File: src/hdl/olsd_pkg.sv
// ----------------------------------------------------------------------------
// olsd_pkg: shared types for the ordered list store
// Request and status codes, and the command and status bundles that pass
// between the controller and the datapath.
// ----------------------------------------------------------------------------
package olsd_pkg;

  localparam int unsigned OpW     = 3;
  localparam int unsigned ValW    = 8;
  localparam int unsigned PosW    = 5;
  localparam int unsigned StatusW = 2;
  localparam int unsigned FidxW   = 5;
  localparam int unsigned FillW   = 6;

  typedef enum logic [OpW-1:0] {
    OP_APPEND       = 3'd0,
    OP_FIND         = 3'd1,
    OP_REMOVE_VALUE = 3'd2,
    OP_REMOVE_AT    = 3'd3,
    OP_REMOVE_LAST  = 3'd4,
    OP_CLEAR        = 3'd5,
    OP_READ         = 3'd6,
    OP_WRITE        = 3'd7
  } op_e;

  typedef enum logic [StatusW-1:0] {
    ST_OK        = 2'd0,
    ST_NOT_FOUND = 2'd1,
    ST_FULL      = 2'd2,
    ST_RANGE     = 2'd3
  } status_e;

  // Where the walk index is loaded from.
  typedef enum logic [2:0] {
    IDX_ZERO,
    IDX_POS,
    IDX_POS_NEXT,
    IDX_HIT_NEXT,
    IDX_TAIL
  } idx_src_e;

  typedef struct packed {
    logic     load;
    logic     idx_ld;
    idx_src_e idx_src;
    logic     rd_en;
    logic     shift_wr;
    logic     app_wr;
    logic     pos_wr;
    logic     cnt_dec;
    logic     cnt_clr;
    logic     res_ld;
    status_e  res_status;
    logic     res_fidx;
    logic     res_rval;
    logic     out_ld;
  } cmd_t;

  typedef struct packed {
    op_e  op;
    logic full;
    logic empty;
    logic pos_ok;
    logic idx_end;
    logic pvld;
    logic hit;
    logic last_cmp;
  } sts_t;

endpackage

File: src/hdl/olsd_dpath.sv
// ----------------------------------------------------------------------------
// olsd_dpath: datapath of the ordered list store
// Entry memory, fill count, walk index with its read pipeline, and the
// result and output registers.
// ----------------------------------------------------------------------------
module olsd_dpath #(
  parameter int unsigned CAPACITY = 32
) (
  input  logic                         clk_i,
  input  logic                         rst_ni,
  input  olsd_pkg::cmd_t               cmd_i,
  output olsd_pkg::sts_t               sts_o,
  input  olsd_pkg::op_e                op_i,
  input  logic [olsd_pkg::ValW-1:0]    item_value_i,
  input  logic [olsd_pkg::PosW-1:0]    position_i,
  output olsd_pkg::status_e            status_o,
  output logic [olsd_pkg::FidxW-1:0]   found_index_o,
  output logic [olsd_pkg::ValW-1:0]    read_value_o,
  output logic [olsd_pkg::FillW-1:0]   fill_count_o
);

  localparam int unsigned IW   = (CAPACITY > 1) ? $clog2(CAPACITY) : 1;
  localparam int unsigned CW   = $clog2(CAPACITY + 1);
  localparam int unsigned ExtW = (CW > olsd_pkg::FillW) ? CW : olsd_pkg::FillW;

  logic [olsd_pkg::ValW-1:0] mem_q [CAPACITY];

  olsd_pkg::op_e             op_q;
  logic [olsd_pkg::ValW-1:0] val_q;
  logic [olsd_pkg::PosW-1:0] pos_q;

  logic [CW-1:0] count_q, count_d;
  logic [CW-1:0] idx_q, idx_d;
  logic [CW-1:0] pidx_q;
  logic          pvld_q, pvld_d;
  logic [olsd_pkg::ValW-1:0] rd_data_q;

  olsd_pkg::status_e          res_status_q;
  logic [olsd_pkg::FidxW-1:0] res_fidx_q;
  logic [olsd_pkg::ValW-1:0]  res_rval_q;

  olsd_pkg::status_e          out_status_q;
  logic [olsd_pkg::FidxW-1:0] out_fidx_q;
  logic [olsd_pkg::ValW-1:0]  out_rval_q;
  logic [olsd_pkg::FillW-1:0] out_fill_q;

  logic [ExtW-1:0] pos_ext, count_ext, pidx_ext;
  logic [CW-1:0]   pidx_prev;
  logic            mem_we;
  logic [IW-1:0]   mem_wa;
  logic [olsd_pkg::ValW-1:0] mem_wd;

  assign pos_ext   = ExtW'(pos_q);
  assign count_ext = ExtW'(count_q);
  assign pidx_ext  = ExtW'(pidx_q);
  assign pidx_prev = pidx_q - CW'(1);

  assign sts_o.op       = op_q;
  assign sts_o.full     = (count_q == CW'(CAPACITY));
  assign sts_o.empty    = (count_q == '0);
  assign sts_o.pos_ok   = (pos_ext < count_ext);
  assign sts_o.idx_end  = (idx_q == count_q);
  assign sts_o.pvld     = pvld_q;
  assign sts_o.hit      = pvld_q && (rd_data_q == val_q);
  assign sts_o.last_cmp = pvld_q && ((pidx_q + CW'(1)) == count_q);

  always_comb begin
    idx_d = idx_q;
    if (cmd_i.idx_ld) begin
      case (cmd_i.idx_src)
        olsd_pkg::IDX_ZERO:     idx_d = '0;
        olsd_pkg::IDX_POS:      idx_d = pos_ext[CW-1:0];
        olsd_pkg::IDX_POS_NEXT: idx_d = pos_ext[CW-1:0] + CW'(1);
        olsd_pkg::IDX_HIT_NEXT: idx_d = pidx_q + CW'(1);
        olsd_pkg::IDX_TAIL:     idx_d = count_q - CW'(1);
        default:                idx_d = '0;
      endcase
    end else if (cmd_i.rd_en) begin
      idx_d = idx_q + CW'(1);
    end
  end

  assign pvld_d = cmd_i.rd_en && !cmd_i.idx_ld;

  always_comb begin
    count_d = count_q;
    if (cmd_i.cnt_clr) begin
      count_d = '0;
    end else if (cmd_i.app_wr) begin
      count_d = count_q + CW'(1);
    end else if (cmd_i.cnt_dec) begin
      count_d = count_q - CW'(1);
    end
  end

  // One write port: append at the tail, write in place, or move an entry
  // down one place during a removal.
  always_comb begin
    mem_we = cmd_i.app_wr || cmd_i.pos_wr || cmd_i.shift_wr;
    mem_wa = count_q[IW-1:0];
    mem_wd = val_q;
    if (cmd_i.pos_wr) begin
      mem_wa = pos_ext[IW-1:0];
    end else if (cmd_i.shift_wr) begin
      mem_wa = pidx_prev[IW-1:0];
      mem_wd = rd_data_q;
    end
  end

  always_ff @(posedge clk_i) begin
    if (mem_we) begin
      mem_q[mem_wa] <= mem_wd;
    end
    if (cmd_i.rd_en) begin
      rd_data_q <= mem_q[idx_q[IW-1:0]];
    end
  end

  always_ff @(posedge clk_i or negedge rst_ni) begin
    if (!rst_ni) begin
      count_q <= '0;
      pvld_q  <= 1'b0;
    end else begin
      count_q <= count_d;
      pvld_q  <= pvld_d;
    end
  end

  always_ff @(posedge clk_i) begin
    idx_q <= idx_d;
    if (cmd_i.rd_en) begin
      pidx_q <= idx_q;
    end
    if (cmd_i.load) begin
      op_q  <= op_i;
      val_q <= item_value_i;
      pos_q <= position_i;
    end
    if (cmd_i.res_ld) begin
      res_status_q <= cmd_i.res_status;
      res_fidx_q   <= cmd_i.res_fidx ? pidx_ext[olsd_pkg::FidxW-1:0] : '0;
      res_rval_q   <= cmd_i.res_rval ? rd_data_q : '0;
    end
    if (cmd_i.out_ld) begin
      out_status_q <= res_status_q;
      out_fidx_q   <= res_fidx_q;
      out_rval_q   <= res_rval_q;
      out_fill_q   <= count_ext[olsd_pkg::FillW-1:0];
    end
  end

  assign status_o      = out_status_q;
  assign found_index_o = out_fidx_q;
  assign read_value_o  = out_rval_q;
  assign fill_count_o  = out_fill_q;

  a_count_bound: assert property (@(posedge clk_i) disable iff (!rst_ni)
    count_q <= CW'(CAPACITY))
    else $error("fill count exceeds capacity");

  a_shift_has_data: assert property (@(posedge clk_i) disable iff (!rst_ni)
    cmd_i.shift_wr |-> pvld_q)
    else $error("shift write without read data");

  a_single_tail_write: assert property (@(posedge clk_i) disable iff (!rst_ni)
    cmd_i.app_wr |-> (count_q != CW'(CAPACITY)))
    else $error("append into a full store");

endmodule

File: src/hdl/olsd_ctrl.sv
// ----------------------------------------------------------------------------
// olsd_ctrl: controller of the ordered list store
// Sequences each request through decode, scan, shift and read steps and
// drives the output handshake.
// ----------------------------------------------------------------------------
module olsd_ctrl (
  input  logic           clk_i,
  input  logic           rst_ni,
  input  logic           in_valid_i,
  output logic           in_ready_o,
  output logic           out_valid_o,
  input  logic           out_ready_i,
  input  olsd_pkg::sts_t sts_i,
  output olsd_pkg::cmd_t cmd_o
);

  typedef enum logic [2:0] {
    S_IDLE,
    S_DECODE,
    S_SCAN,
    S_SHIFT,
    S_READ,
    S_WAIT,
    S_FINISH
  } state_e;

  state_e state_q, state_d;
  logic   out_vld_q, out_vld_d;
  logic   out_free;

  assign out_free = !out_vld_q || out_ready_i;

  always_comb begin
    state_d = state_q;
    cmd_o   = '0;
    cmd_o.idx_src    = olsd_pkg::IDX_ZERO;
    cmd_o.res_status = olsd_pkg::ST_OK;

    case (state_q)
      S_IDLE: begin
        if (in_valid_i) begin
          cmd_o.load = 1'b1;
          state_d    = S_DECODE;
        end
      end

      S_DECODE: begin
        cmd_o.res_ld = 1'b1;
        state_d      = S_FINISH;
        case (sts_i.op)
          olsd_pkg::OP_APPEND: begin
            if (sts_i.full) begin
              cmd_o.res_status = olsd_pkg::ST_FULL;
            end else begin
              cmd_o.app_wr = 1'b1;
            end
          end
          olsd_pkg::OP_FIND, olsd_pkg::OP_REMOVE_VALUE: begin
            if (sts_i.empty) begin
              cmd_o.res_status = olsd_pkg::ST_NOT_FOUND;
            end else begin
              cmd_o.res_ld  = 1'b0;
              cmd_o.idx_ld  = 1'b1;
              cmd_o.idx_src = olsd_pkg::IDX_ZERO;
              state_d       = S_SCAN;
            end
          end
          olsd_pkg::OP_REMOVE_AT: begin
            if (!sts_i.pos_ok) begin
              cmd_o.res_status = olsd_pkg::ST_RANGE;
            end else begin
              cmd_o.res_ld  = 1'b0;
              cmd_o.idx_ld  = 1'b1;
              cmd_o.idx_src = olsd_pkg::IDX_POS_NEXT;
              state_d       = S_SHIFT;
            end
          end
          olsd_pkg::OP_REMOVE_LAST: begin
            if (sts_i.empty) begin
              cmd_o.res_status = olsd_pkg::ST_RANGE;
            end else begin
              cmd_o.res_ld  = 1'b0;
              cmd_o.idx_ld  = 1'b1;
              cmd_o.idx_src = olsd_pkg::IDX_TAIL;
              state_d       = S_READ;
            end
          end
          olsd_pkg::OP_CLEAR: begin
            cmd_o.cnt_clr = 1'b1;
          end
          olsd_pkg::OP_READ: begin
            if (!sts_i.pos_ok) begin
              cmd_o.res_status = olsd_pkg::ST_RANGE;
            end else begin
              cmd_o.res_ld  = 1'b0;
              cmd_o.idx_ld  = 1'b1;
              cmd_o.idx_src = olsd_pkg::IDX_POS;
              state_d       = S_READ;
            end
          end
          olsd_pkg::OP_WRITE: begin
            if (!sts_i.pos_ok) begin
              cmd_o.res_status = olsd_pkg::ST_RANGE;
            end else begin
              cmd_o.pos_wr = 1'b1;
            end
          end
          default: begin
            cmd_o.res_status = olsd_pkg::ST_RANGE;
          end
        endcase
      end

      // Reads are issued one entry a cycle; each comparison sees the
      // entry read in the cycle before.
      S_SCAN: begin
        if (sts_i.hit) begin
          if (sts_i.op == olsd_pkg::OP_FIND) begin
            cmd_o.res_ld   = 1'b1;
            cmd_o.res_fidx = 1'b1;
            state_d        = S_FINISH;
          end else begin
            cmd_o.idx_ld  = 1'b1;
            cmd_o.idx_src = olsd_pkg::IDX_HIT_NEXT;
            state_d       = S_SHIFT;
          end
        end else if (sts_i.last_cmp) begin
          cmd_o.res_ld     = 1'b1;
          cmd_o.res_status = olsd_pkg::ST_NOT_FOUND;
          state_d          = S_FINISH;
        end else begin
          cmd_o.rd_en = !sts_i.idx_end;
        end
      end

      S_SHIFT: begin
        cmd_o.shift_wr = sts_i.pvld;
        cmd_o.rd_en    = !sts_i.idx_end;
        if (sts_i.idx_end && !sts_i.pvld) begin
          cmd_o.cnt_dec = 1'b1;
          cmd_o.res_ld  = 1'b1;
          state_d       = S_FINISH;
        end
      end

      S_READ: begin
        cmd_o.rd_en = 1'b1;
        state_d     = S_WAIT;
      end

      S_WAIT: begin
        cmd_o.res_ld   = 1'b1;
        cmd_o.res_rval = 1'b1;
        cmd_o.cnt_dec  = (sts_i.op == olsd_pkg::OP_REMOVE_LAST);
        state_d        = S_FINISH;
      end

      S_FINISH: begin
        if (out_free) begin
          cmd_o.out_ld = 1'b1;
          state_d      = S_IDLE;
        end
      end

      default: begin
        state_d = S_IDLE;
      end
    endcase
  end

  always_comb begin
    out_vld_d = out_vld_q;
    if (cmd_o.out_ld) begin
      out_vld_d = 1'b1;
    end else if (out_ready_i) begin
      out_vld_d = 1'b0;
    end
  end

  always_ff @(posedge clk_i or negedge rst_ni) begin
    if (!rst_ni) begin
      state_q   <= S_IDLE;
      out_vld_q <= 1'b0;
    end else begin
      state_q   <= state_d;
      out_vld_q <= out_vld_d;
    end
  end

  assign in_ready_o  = (state_q == S_IDLE);
  assign out_valid_o = out_vld_q;

  a_accept_decodes: assert property (@(posedge clk_i) disable iff (!rst_ni)
    (in_valid_i && in_ready_o) |=> (state_q == S_DECODE))
    else $error("accepted item not decoded");

  a_no_overwrite: assert property (@(posedge clk_i) disable iff (!rst_ni)
    cmd_o.out_ld |-> (!out_vld_q || out_ready_i))
    else $error("result overwritten before it was taken");

  a_finish_presents: assert property (@(posedge clk_i) disable iff (!rst_ni)
    cmd_o.out_ld |=> (out_vld_q && state_q == S_IDLE))
    else $error("finished result not presented");

endmodule

File: src/hdl/ordered_list_store_search_delete_unit.sv
// ----------------------------------------------------------------------------
// ordered_list_store_search_delete_unit: ordered byte list with search
// Keeps an ordered list of bytes in a fixed store and serves append, find,
// remove, pop, read, write and clear requests, one result per request.
// ----------------------------------------------------------------------------
// One request is worked on at a time; the input is ready again as soon as
// the result is in the output register, even while that result still waits.
// A remove by value that finds no match costs what an unsuccessful find
// does. The worst case is a removal by value of the head of a full list,
// set by the single read port of the entry memory, which is walked one
// entry a cycle. The memory needs no clearing after reset: only entries
// below the fill count are ever read.
module ordered_list_store_search_delete_unit #(
  parameter int unsigned CAPACITY = 32
) (
  input  logic        clk_i,
  input  logic        rst_ni,
  input  logic        s_axis_tvalid,
  output logic        s_axis_tready,
  input  logic [15:0] s_axis_tdata,  // item_value[7:0], position[12:8], zero
  input  logic [2:0]  s_axis_tuser,  // op[2:0]
  output logic        m_axis_tvalid,
  input  logic        m_axis_tready,
  output logic [23:0] m_axis_tdata,  // found_index[4:0], read_value[12:5],
                                     // fill_count[18:13], zero
  output logic [1:0]  m_axis_tuser   // status[1:0]
);

  olsd_pkg::cmd_t cmd;
  olsd_pkg::sts_t sts;

  olsd_pkg::status_e                status;
  logic [olsd_pkg::FidxW-1:0]       found_index;
  logic [olsd_pkg::ValW-1:0]        read_value;
  logic [olsd_pkg::FillW-1:0]       fill_count;

  olsd_ctrl u_ctrl (
    .clk_i       (clk_i),
    .rst_ni      (rst_ni),
    .in_valid_i  (s_axis_tvalid),
    .in_ready_o  (s_axis_tready),
    .out_valid_o (m_axis_tvalid),
    .out_ready_i (m_axis_tready),
    .sts_i       (sts),
    .cmd_o       (cmd)
  );

  olsd_dpath #(
    .CAPACITY (CAPACITY)
  ) u_dpath (
    .clk_i         (clk_i),
    .rst_ni        (rst_ni),
    .cmd_i         (cmd),
    .sts_o         (sts),
    .op_i          (olsd_pkg::op_e'(s_axis_tuser)),
    .item_value_i  (s_axis_tdata[7:0]),
    .position_i    (s_axis_tdata[12:8]),
    .status_o      (status),
    .found_index_o (found_index),
    .read_value_o  (read_value),
    .fill_count_o  (fill_count)
  );

  assign m_axis_tdata = {5'b0, fill_count, read_value, found_index};
  assign m_axis_tuser = status;

endmodule
File: config.mk
export PLATFORM = sky130hd
export DESIGN_NAME = ordered_list_store_search_delete_unit
export DESIGN_NICKNAME = d
export VERILOG_FILES = /design/src/hdl/olsd_pkg.sv /design/src/hdl/olsd_dpath.sv /design/src/hdl/olsd_ctrl.sv /design/src/hdl/ordered_list_store_search_delete_unit.sv
export SDC_FILE = /design/constraint.sdc
export NUM_CORES = 1
export LEC_CHECK = 0
export BUFFER_PORTS_ARGS = -buffer_cell sky130_fd_sc_hd__buf_2
export CAP_MARGIN = 20
export CELL_PAD_IN_SITES_DETAIL_PLACEMENT = 0
export CELL_PAD_IN_SITES_GLOBAL_PLACEMENT = 2
export CORE_MARGIN = 1.5
export CORE_UTILIZATION = 40
export CTS_CLUSTER_SIZE = 20
export DETAILED_ROUTE_END_ITERATION = 10
export PLACE_DENSITY = 0.81
export SYNTH_ARGS = -nofsm -noshare
export SYNTH_HDL_FRONTEND = slang
export SYNTH_HIERARCHICAL = 1
export SYNTH_SLANG_ARGS = --single-unit
File: constraint.sdc
create_clock -name clk_i -period 4.19 [get_ports clk_i]
set_input_delay 1.257 -clock clk_i [delete_from_list [all_inputs] [get_ports clk_i]]
set_output_delay 1.257 -clock clk_i [all_outputs]
set_load 0.01 [all_outputs]
After elaboration in Yosys (flattened, before gate mapping)
Memory sizes are Yosys's and may differ from the RTL's. A register that Yosys moved wholly into a read port is not among the register bits.
Index checks and enable logic that the tools add are counted.

cells by class
  add/subtract/negate cells = 6
  $lt $le $gt $ge = 1
  equal/unequal tests = 25
  multiplexer cells = 68
  reductions and logical operators = 22

operators with widths
  cell                                            count
  two-way mux 6 bit                               5
  two-way mux 3 bit                               9
  two-way mux 1 bit                               26
  == test 3 bit (second input constant)           8
  two-way mux 4 bit                               6
  one-hot mux 6 bit (4 select lines)              1
  one-hot mux 3 bit (7 select lines)              1
  adder 6 x 1 -> 6 bit (second input constant)    3
  == test 3 x 2 -> 1 bit (second input constant)  6
  two-way mux 8 bit                               2
  one-hot mux 4 bit (4 select lines)              1
  two-way mux 2 bit                               7
  == test 6 bit                                   2
  one-hot mux 3 bit (4 select lines)              1
  two-way mux 5 bit                               2
  == test 3 x 1 -> 1 bit (second input constant)  3
  == test 8 bit                                   1
  one-hot mux 2 bit (4 select lines)              1
  one-hot mux 4 bit (2 select lines)              1
  adder 5 x 1 -> 6 bit (second input constant)    1
  == test 6 bit (second input constant)           1
  zero test 3 bit                                 2
  zero test 6 bit                                 1
  < comparator 5 x 6 -> 1 bit                     1
  17 further kinds                                30

storage, ports and cells
  register bits = 75
  memory bits (writable) = 256
  input port bits = 23
  word-level logic and storage cells = 139
  memories = 1

memories
  memory         depth  bits a word  rd ports  clocked after memory_dff  wr ports  line              RTL
  u_dpath.mem_q  32     8            1         1                         1         olsd_dpath.sv:26  logic [olsd_pkg::ValW-1:0] mem_q [CAPACITY];

Longest topological paths before layout
  word-level depth = 8
  mapped depth = 16

Hierarchy
Netlist, hierarchy kept.

modules (own cells, without submodules)
  module                                 instances  cells an instance  area each (µm²)
  olsd_dpath                             1          770                13765.7
  olsd_ctrl                              1          99                 660.6
  ordered_list_store_search_delete_unit  1          6                  41.3

Worst setup path after synthesis
OpenSTA, ideal clock, no wires.

  kind = register to register
  start = register u_dpath.count_q[2], in the netlist u_dpath/count_ext[2]
  end = memory u_dpath/mem_q[0][0] (netlist name), enable pin
  library setup time = 370 ps
  arrival = 3027 ps
  data required time = 3820 ps
  setup slack = 793 ps
  cell stages (with the launch flop) = 14
  clock period less this slack = 3397 ps
  cells stage by stage = dfrtp_1 clkbuf_1 inv_1 ha_1 a21boi_0 o21ai_0 a211o_1 nand3_1 nor2_1 clkbuf_1 clkbuf_1 inv_1 a211o_1 nor2_1

RTL lines
  element                   line               RTL
  start: declaration        olsd_dpath.sv:32   logic [CW-1:0] count_q, count_d;
  start signal: assignment  olsd_dpath.sv:124  count_q <= count_d;
  end: declaration          olsd_dpath.sv:26

==> impl_summary.txt <==
----------------------------------------------------
[Floorplan]
  Number of rows in the core area ... 69
  Floorplan die area ... 37320 sq um
  Initial core utilization ... 40.67%
  Io pins ... 51
  Area of the placeable core ... 35570 sq um
  Die Span Y ... 193.2 um
  Width of the chip ... 193.2 um

[Route]
  Initial drt markers ... 632
  Routed Antenna Nets ... 0
  Ratio of routed vias to standard cells ... 5.438
  Remaining DRCs ... 0
  DR WL/cell ... 21.83 um
  Wire length reported by the detailed router ... around 32 mm
  Drt pass-1 iters ... 6
  Via total after detailed routing ... 7853

[Clock network]
  Clk buf depth ... 3
  CTS clk-pin slew, worst paths ... ~60 ps
  Clock buffer count from CTS ... 36
  Number of buffers inserted by hold repair at cts ... 0
  Clock net sink count ... roughly 340
  Root buffer cell ... sky130_fd_sc_hd__clkbuf_16
  H-tree depth reported by CTS ... 2
  Clock tree from TritonCTS ... built
  Setup bufs post-CTS ... 0
  Cells resized by post-CTS repair ... 0
  Worst-skew pair later-pin latency ... roughly 540 ps

[Critical path]
  Crit Path Category ... reg2reg
  Maximum fanout along the worst path ... 17
  Dominant delay contributor by cell family on the critical path ... simple AND/OR/NAND/NOR gates
  Largest stage delay, worst path ... 630 ps
  Arr. time, crit path ... 3790 ps
  Crit-path cells ... ha_1 > o21ai_0 > a21boi_0 > o21ai_0 > a211o_1 > nand3_1 > nor2_1 > buf_4 > o31a_1 > nor2_1 > nand2_1 > nor2_1
  Most frequent cell on the critical path ... sky130_fd_sc_hd__nor2_1
  Library cell contributing the largest single delay on the critical path ... sky130_fd_sc_hd__nor2_1
  Count of buffer and inverter cells on the critical path ... 1
  Worst path required time ... 4350 ps
  Endpoint class of the critical path ... register
  Kind of start point of the critical path ... register

[Power and ir drop]
  Proportion of power drawn by combinational gates ... 29.7%
  Power dissipated by switching net loads ... about 3.6 mW
  Fraction of power consumed by sequential logic ... 40.7%
  Design internal power ... 7.696 mW
  Max VDD drop ... 0.4144 mV
  Power per cell area ... 681.2 nW/um^2
  Switch share ... about a third
  Clock share of power ... just under 30%
  Leak ... 5.565 nW

[Timing]
  Min Tclk post-route ... ~3600 ps
  Count of endpoints failing hold in the final timing report ... 0
  Slew of the pin with the lowest slew margin ... 943.1 ps
  Final setup TNS ... 0 ps
  Worst-case headroom to the max-slew limit ... 37.13%
  Max-slew violations ... 0
  Count of endpoints failing setup in the final report ... 0
  Max Clk Rate ... between 200 and 300 MHz
  RSZ-0062 raised after global routing ... false
  Final Cycle Share ... 86.70%
  Clock skew after layout ... 21.14 ps
  Post-route worst setup slack ... approximately 560 ps

[Yosys]
  Cell type with the largest total area after synthesis ... sky130_fd_sc_hd__edfxtp_1
  Sequential-to-total area share from yosys stat ... 69.98%
  Number of distinct library cell variants in the gate-level netlist after synthesis ... 71
  Avg Synthesized Cell Area ... 16.53 sq um
  Share of synthesized flip-flops with an asynchronous set or reset ... 3.245%
  Area contributors post-synth ... sky130_fd_sc_hd__edfxtp_1, sky130_fd_sc_hd__mux4_2, sky130_fd_sc_hd__mux2i_1
  Number of warnings printed during yosys synthesis ... 6
  Seq cells post-synth ... 339
  Number of enable-type register cells in the synthesized netlist ... roughly 330
  Flip-flop cell with the highest count after synthesis ... sky130_fd_sc_hd__edfxtp_1
  Mapped Area ... between 10000 and 15000 sq um
  Area share of the leading cell type in the synthesized netlist ... roughly two thirds
  Instance count of the mapped netlist ... slightly below 900

[Placed design]
  Cell area reported after detailed placement ... approximately 15000 sq um
  Detail Placement HPWL ... approximately 20 mm
  Input/output buffers ... 42
  Worst slack, placed ... around 560 ps
  RePlAce Congestion ... ~0.8

[Global routing]
  Global Route Usage Sum ... 17.51%
  Overflow left after global routing ... 0
  Number of antenna violations at the first check in global routing ... 0
  Via count of the first global-routing pass ... 7876
  Largest net degree at the start of global routing ... 85
  First-pass GRT wire length ... 47.82 mm

[Finish]
  Final Cell Area ... 16600 sq um
  Share of the core filled with cells in the final layout ... 46.68%
  Area Growth Syn to Fin ... 14.75%
  Filler Cells Inserted ... roughly 3100
  Net count, final ... 989
  Fraction of final layout cells sized beyond drive strength 1 ... 21.36%
  Antenna diodes ... 0

[Outcome]
  Result of the run ... finished, final reports clean

[Hold path]
  Kind of path behind the tightest hold check ... reg2reg

[Job]
  Count of maximum capacitance violations ... 0

----------------------------------------------------
-- metal layers --
| metal | vias to the layer above | part of all wire [%] | wire [um] | global-route usage, % |
|---|---|---|---|---|
| li1 | 3593 | - | - | - |
| met1 | 3971 | 45 | 14050 | 24.46 |
| met2 | 243 | 47 | 14880 | 27.95 |
| met3 | 46 | 6.0 | 1906 | 3.348 |
| met4 | 0 | 2.2 | 697 | 5.059 |
| met5 | - | 0 | 0 | 0 |
-- layout by cell type (no fill, tap or decap), types with 7 or more instances in the layout --
cell and instances:
sky130_fd_sc_hd__a21oi_1 23, sky130_fd_sc_hd__a22oi_1 13, sky130_fd_sc_hd__and2_1 17, sky130_fd_sc_hd__and3_1 7
sky130_fd_sc_hd__buf_2 42, sky130_fd_sc_hd__buf_4 49, sky130_fd_sc_hd__bufinv_16 7, sky130_fd_sc_hd__clkbuf_16 36
sky130_fd_sc_hd__clkinv_1 9, sky130_fd_sc_hd__dfrtp_1 11, sky130_fd_sc_hd__edfxtp_1 328, sky130_fd_sc_hd__ha_1 11
sky130_fd_sc_hd__inv_1 17, sky130_fd_sc_hd__mux2_2 8, sky130_fd_sc_hd__mux2i_1 36, sky130_fd_sc_hd__mux4_2 44
sky130_fd_sc_hd__nand2_1 31, sky130_fd_sc_hd__nand2b_1 10, sky130_fd_sc_hd__nand3_1 12, sky130_fd_sc_hd__nor2_1 70
sky130_fd_sc_hd__nor2b_1 7, sky130_fd_sc_hd__nor3_1 8, sky130_fd_sc_hd__o21ai_0 14, sky130_fd_sc_hd__o221ai_1 11
sky130_fd_sc_hd__o22ai_1 9, sky130_fd_sc_hd__xnor2_1 28, sky130_fd_sc_hd__xor2_1 16
-- registers in the layout (all words and copies together) (netlist names), 2 cells and up --
register,count
u_dpath/mem_q,256
u_dpath/rd_data_q,8
u_dpath/read_value_o,8
u_dpath/res_rval_q,8
u_dpath/val_q,8
u_dpath/count_ext,6
u_dpath/fill_count_o,6
u_dpath/idx_q,6
u_dpath/pidx_ext,6
u_dpath/found_index_o,5
u_dpath/pos_q,5
u_dpath/res_fidx_q,5
u_ctrl/state_q,3
u_dpath/op_q,3
u_dpath/res_status_q,2
u_dpath/status_o,2
-- through the flow --
step	power [mW]	hold slack [ps]	cells
after detailed placement	8.072	404.5	1378
after global placement	8.027	400.9	1378
final	11.31	417.3	1444
after CTS	11.43	415.3	1444
after global routing	11.86	426.4	1444
after floorplan	7.046	400.3	879
-- power by group through the flow --
stage          clock network (mW)  logic (mW)  registers, mW
4_1_cts                      3.41        3.41           4.61
2_1_floorplan                   0        2.49           4.55
3_5_place_dp                    0        3.40           4.68
3_3_place_gp                    0        3.36           4.67
6_report                     3.34        3.36           4.61
5_1_grt                      3.53        3.67           4.66
-- worst paths after layout --
path	to	startpoint	slack [ps]	depth (start not counted)
worst min register to register	u_dpath/read_value_o[4]	u_dpath/res_rval_q[4]	420	0
worst min-delay path	u_dpath/read_value_o[4]	u_dpath/res_rval_q[4]	420	0
worst max-delay path	u_dpath/mem_q[15][4]	u_dpath/pos_q[1]	560	12
max in group asynchronous	u_ctrl/state_q[1]	rst_ni	3320	1
min in group asynchronous	u_dpath/count_ext[2]	rst_ni	610	1
worst max register to register	u_dpath/mem_q[15][4]	u_dpath/pos_q[1]	560	12
-- kinds of logic after synthesis --
logic type,after synthesis,share of synthesized area [%]
flip-flops,339,69.98
AND/OR/NAND/NOR,189,6.582
AO/OA/AOI/OAI,127,6.504
multiplexers,92,10.69
buffers and inverters,72,2.603
XOR/XNOR,44,2.664
adder cells (fa/ha/maj),11,0.9513
other,1,0.02592
-- layout make-up --
cell class	count	area, sq um	area share (%)
flip-flops and latches	339	10120	60.98
multi-input cells	468	3981	23.98
clock buffers	40	915.9	5.517
repair buffers	92	598.1	3.602
well taps	461	576.8	3.474
clock inverters	26	337.8	2.035
inverters	18	67.56	0.4070
-- cells in the mapped netlist (all sizes together) (8+ instances only) --
library cell	n
a21oi	23
a22oi	13
and2	18
buf	30
clkbuf	24
dfrtp	11
edfxtp	328
ha	11
inv	18
mux2	8
mux2i	36
mux4	48
nand2	31
nand2b	10
nand3	12
nor2	70
nor3	9
o21ai	15
o221ai	11
o22ai	9
xnor2	28
xor2	16
Note: power is estimated with default switching activity, not from simulation.
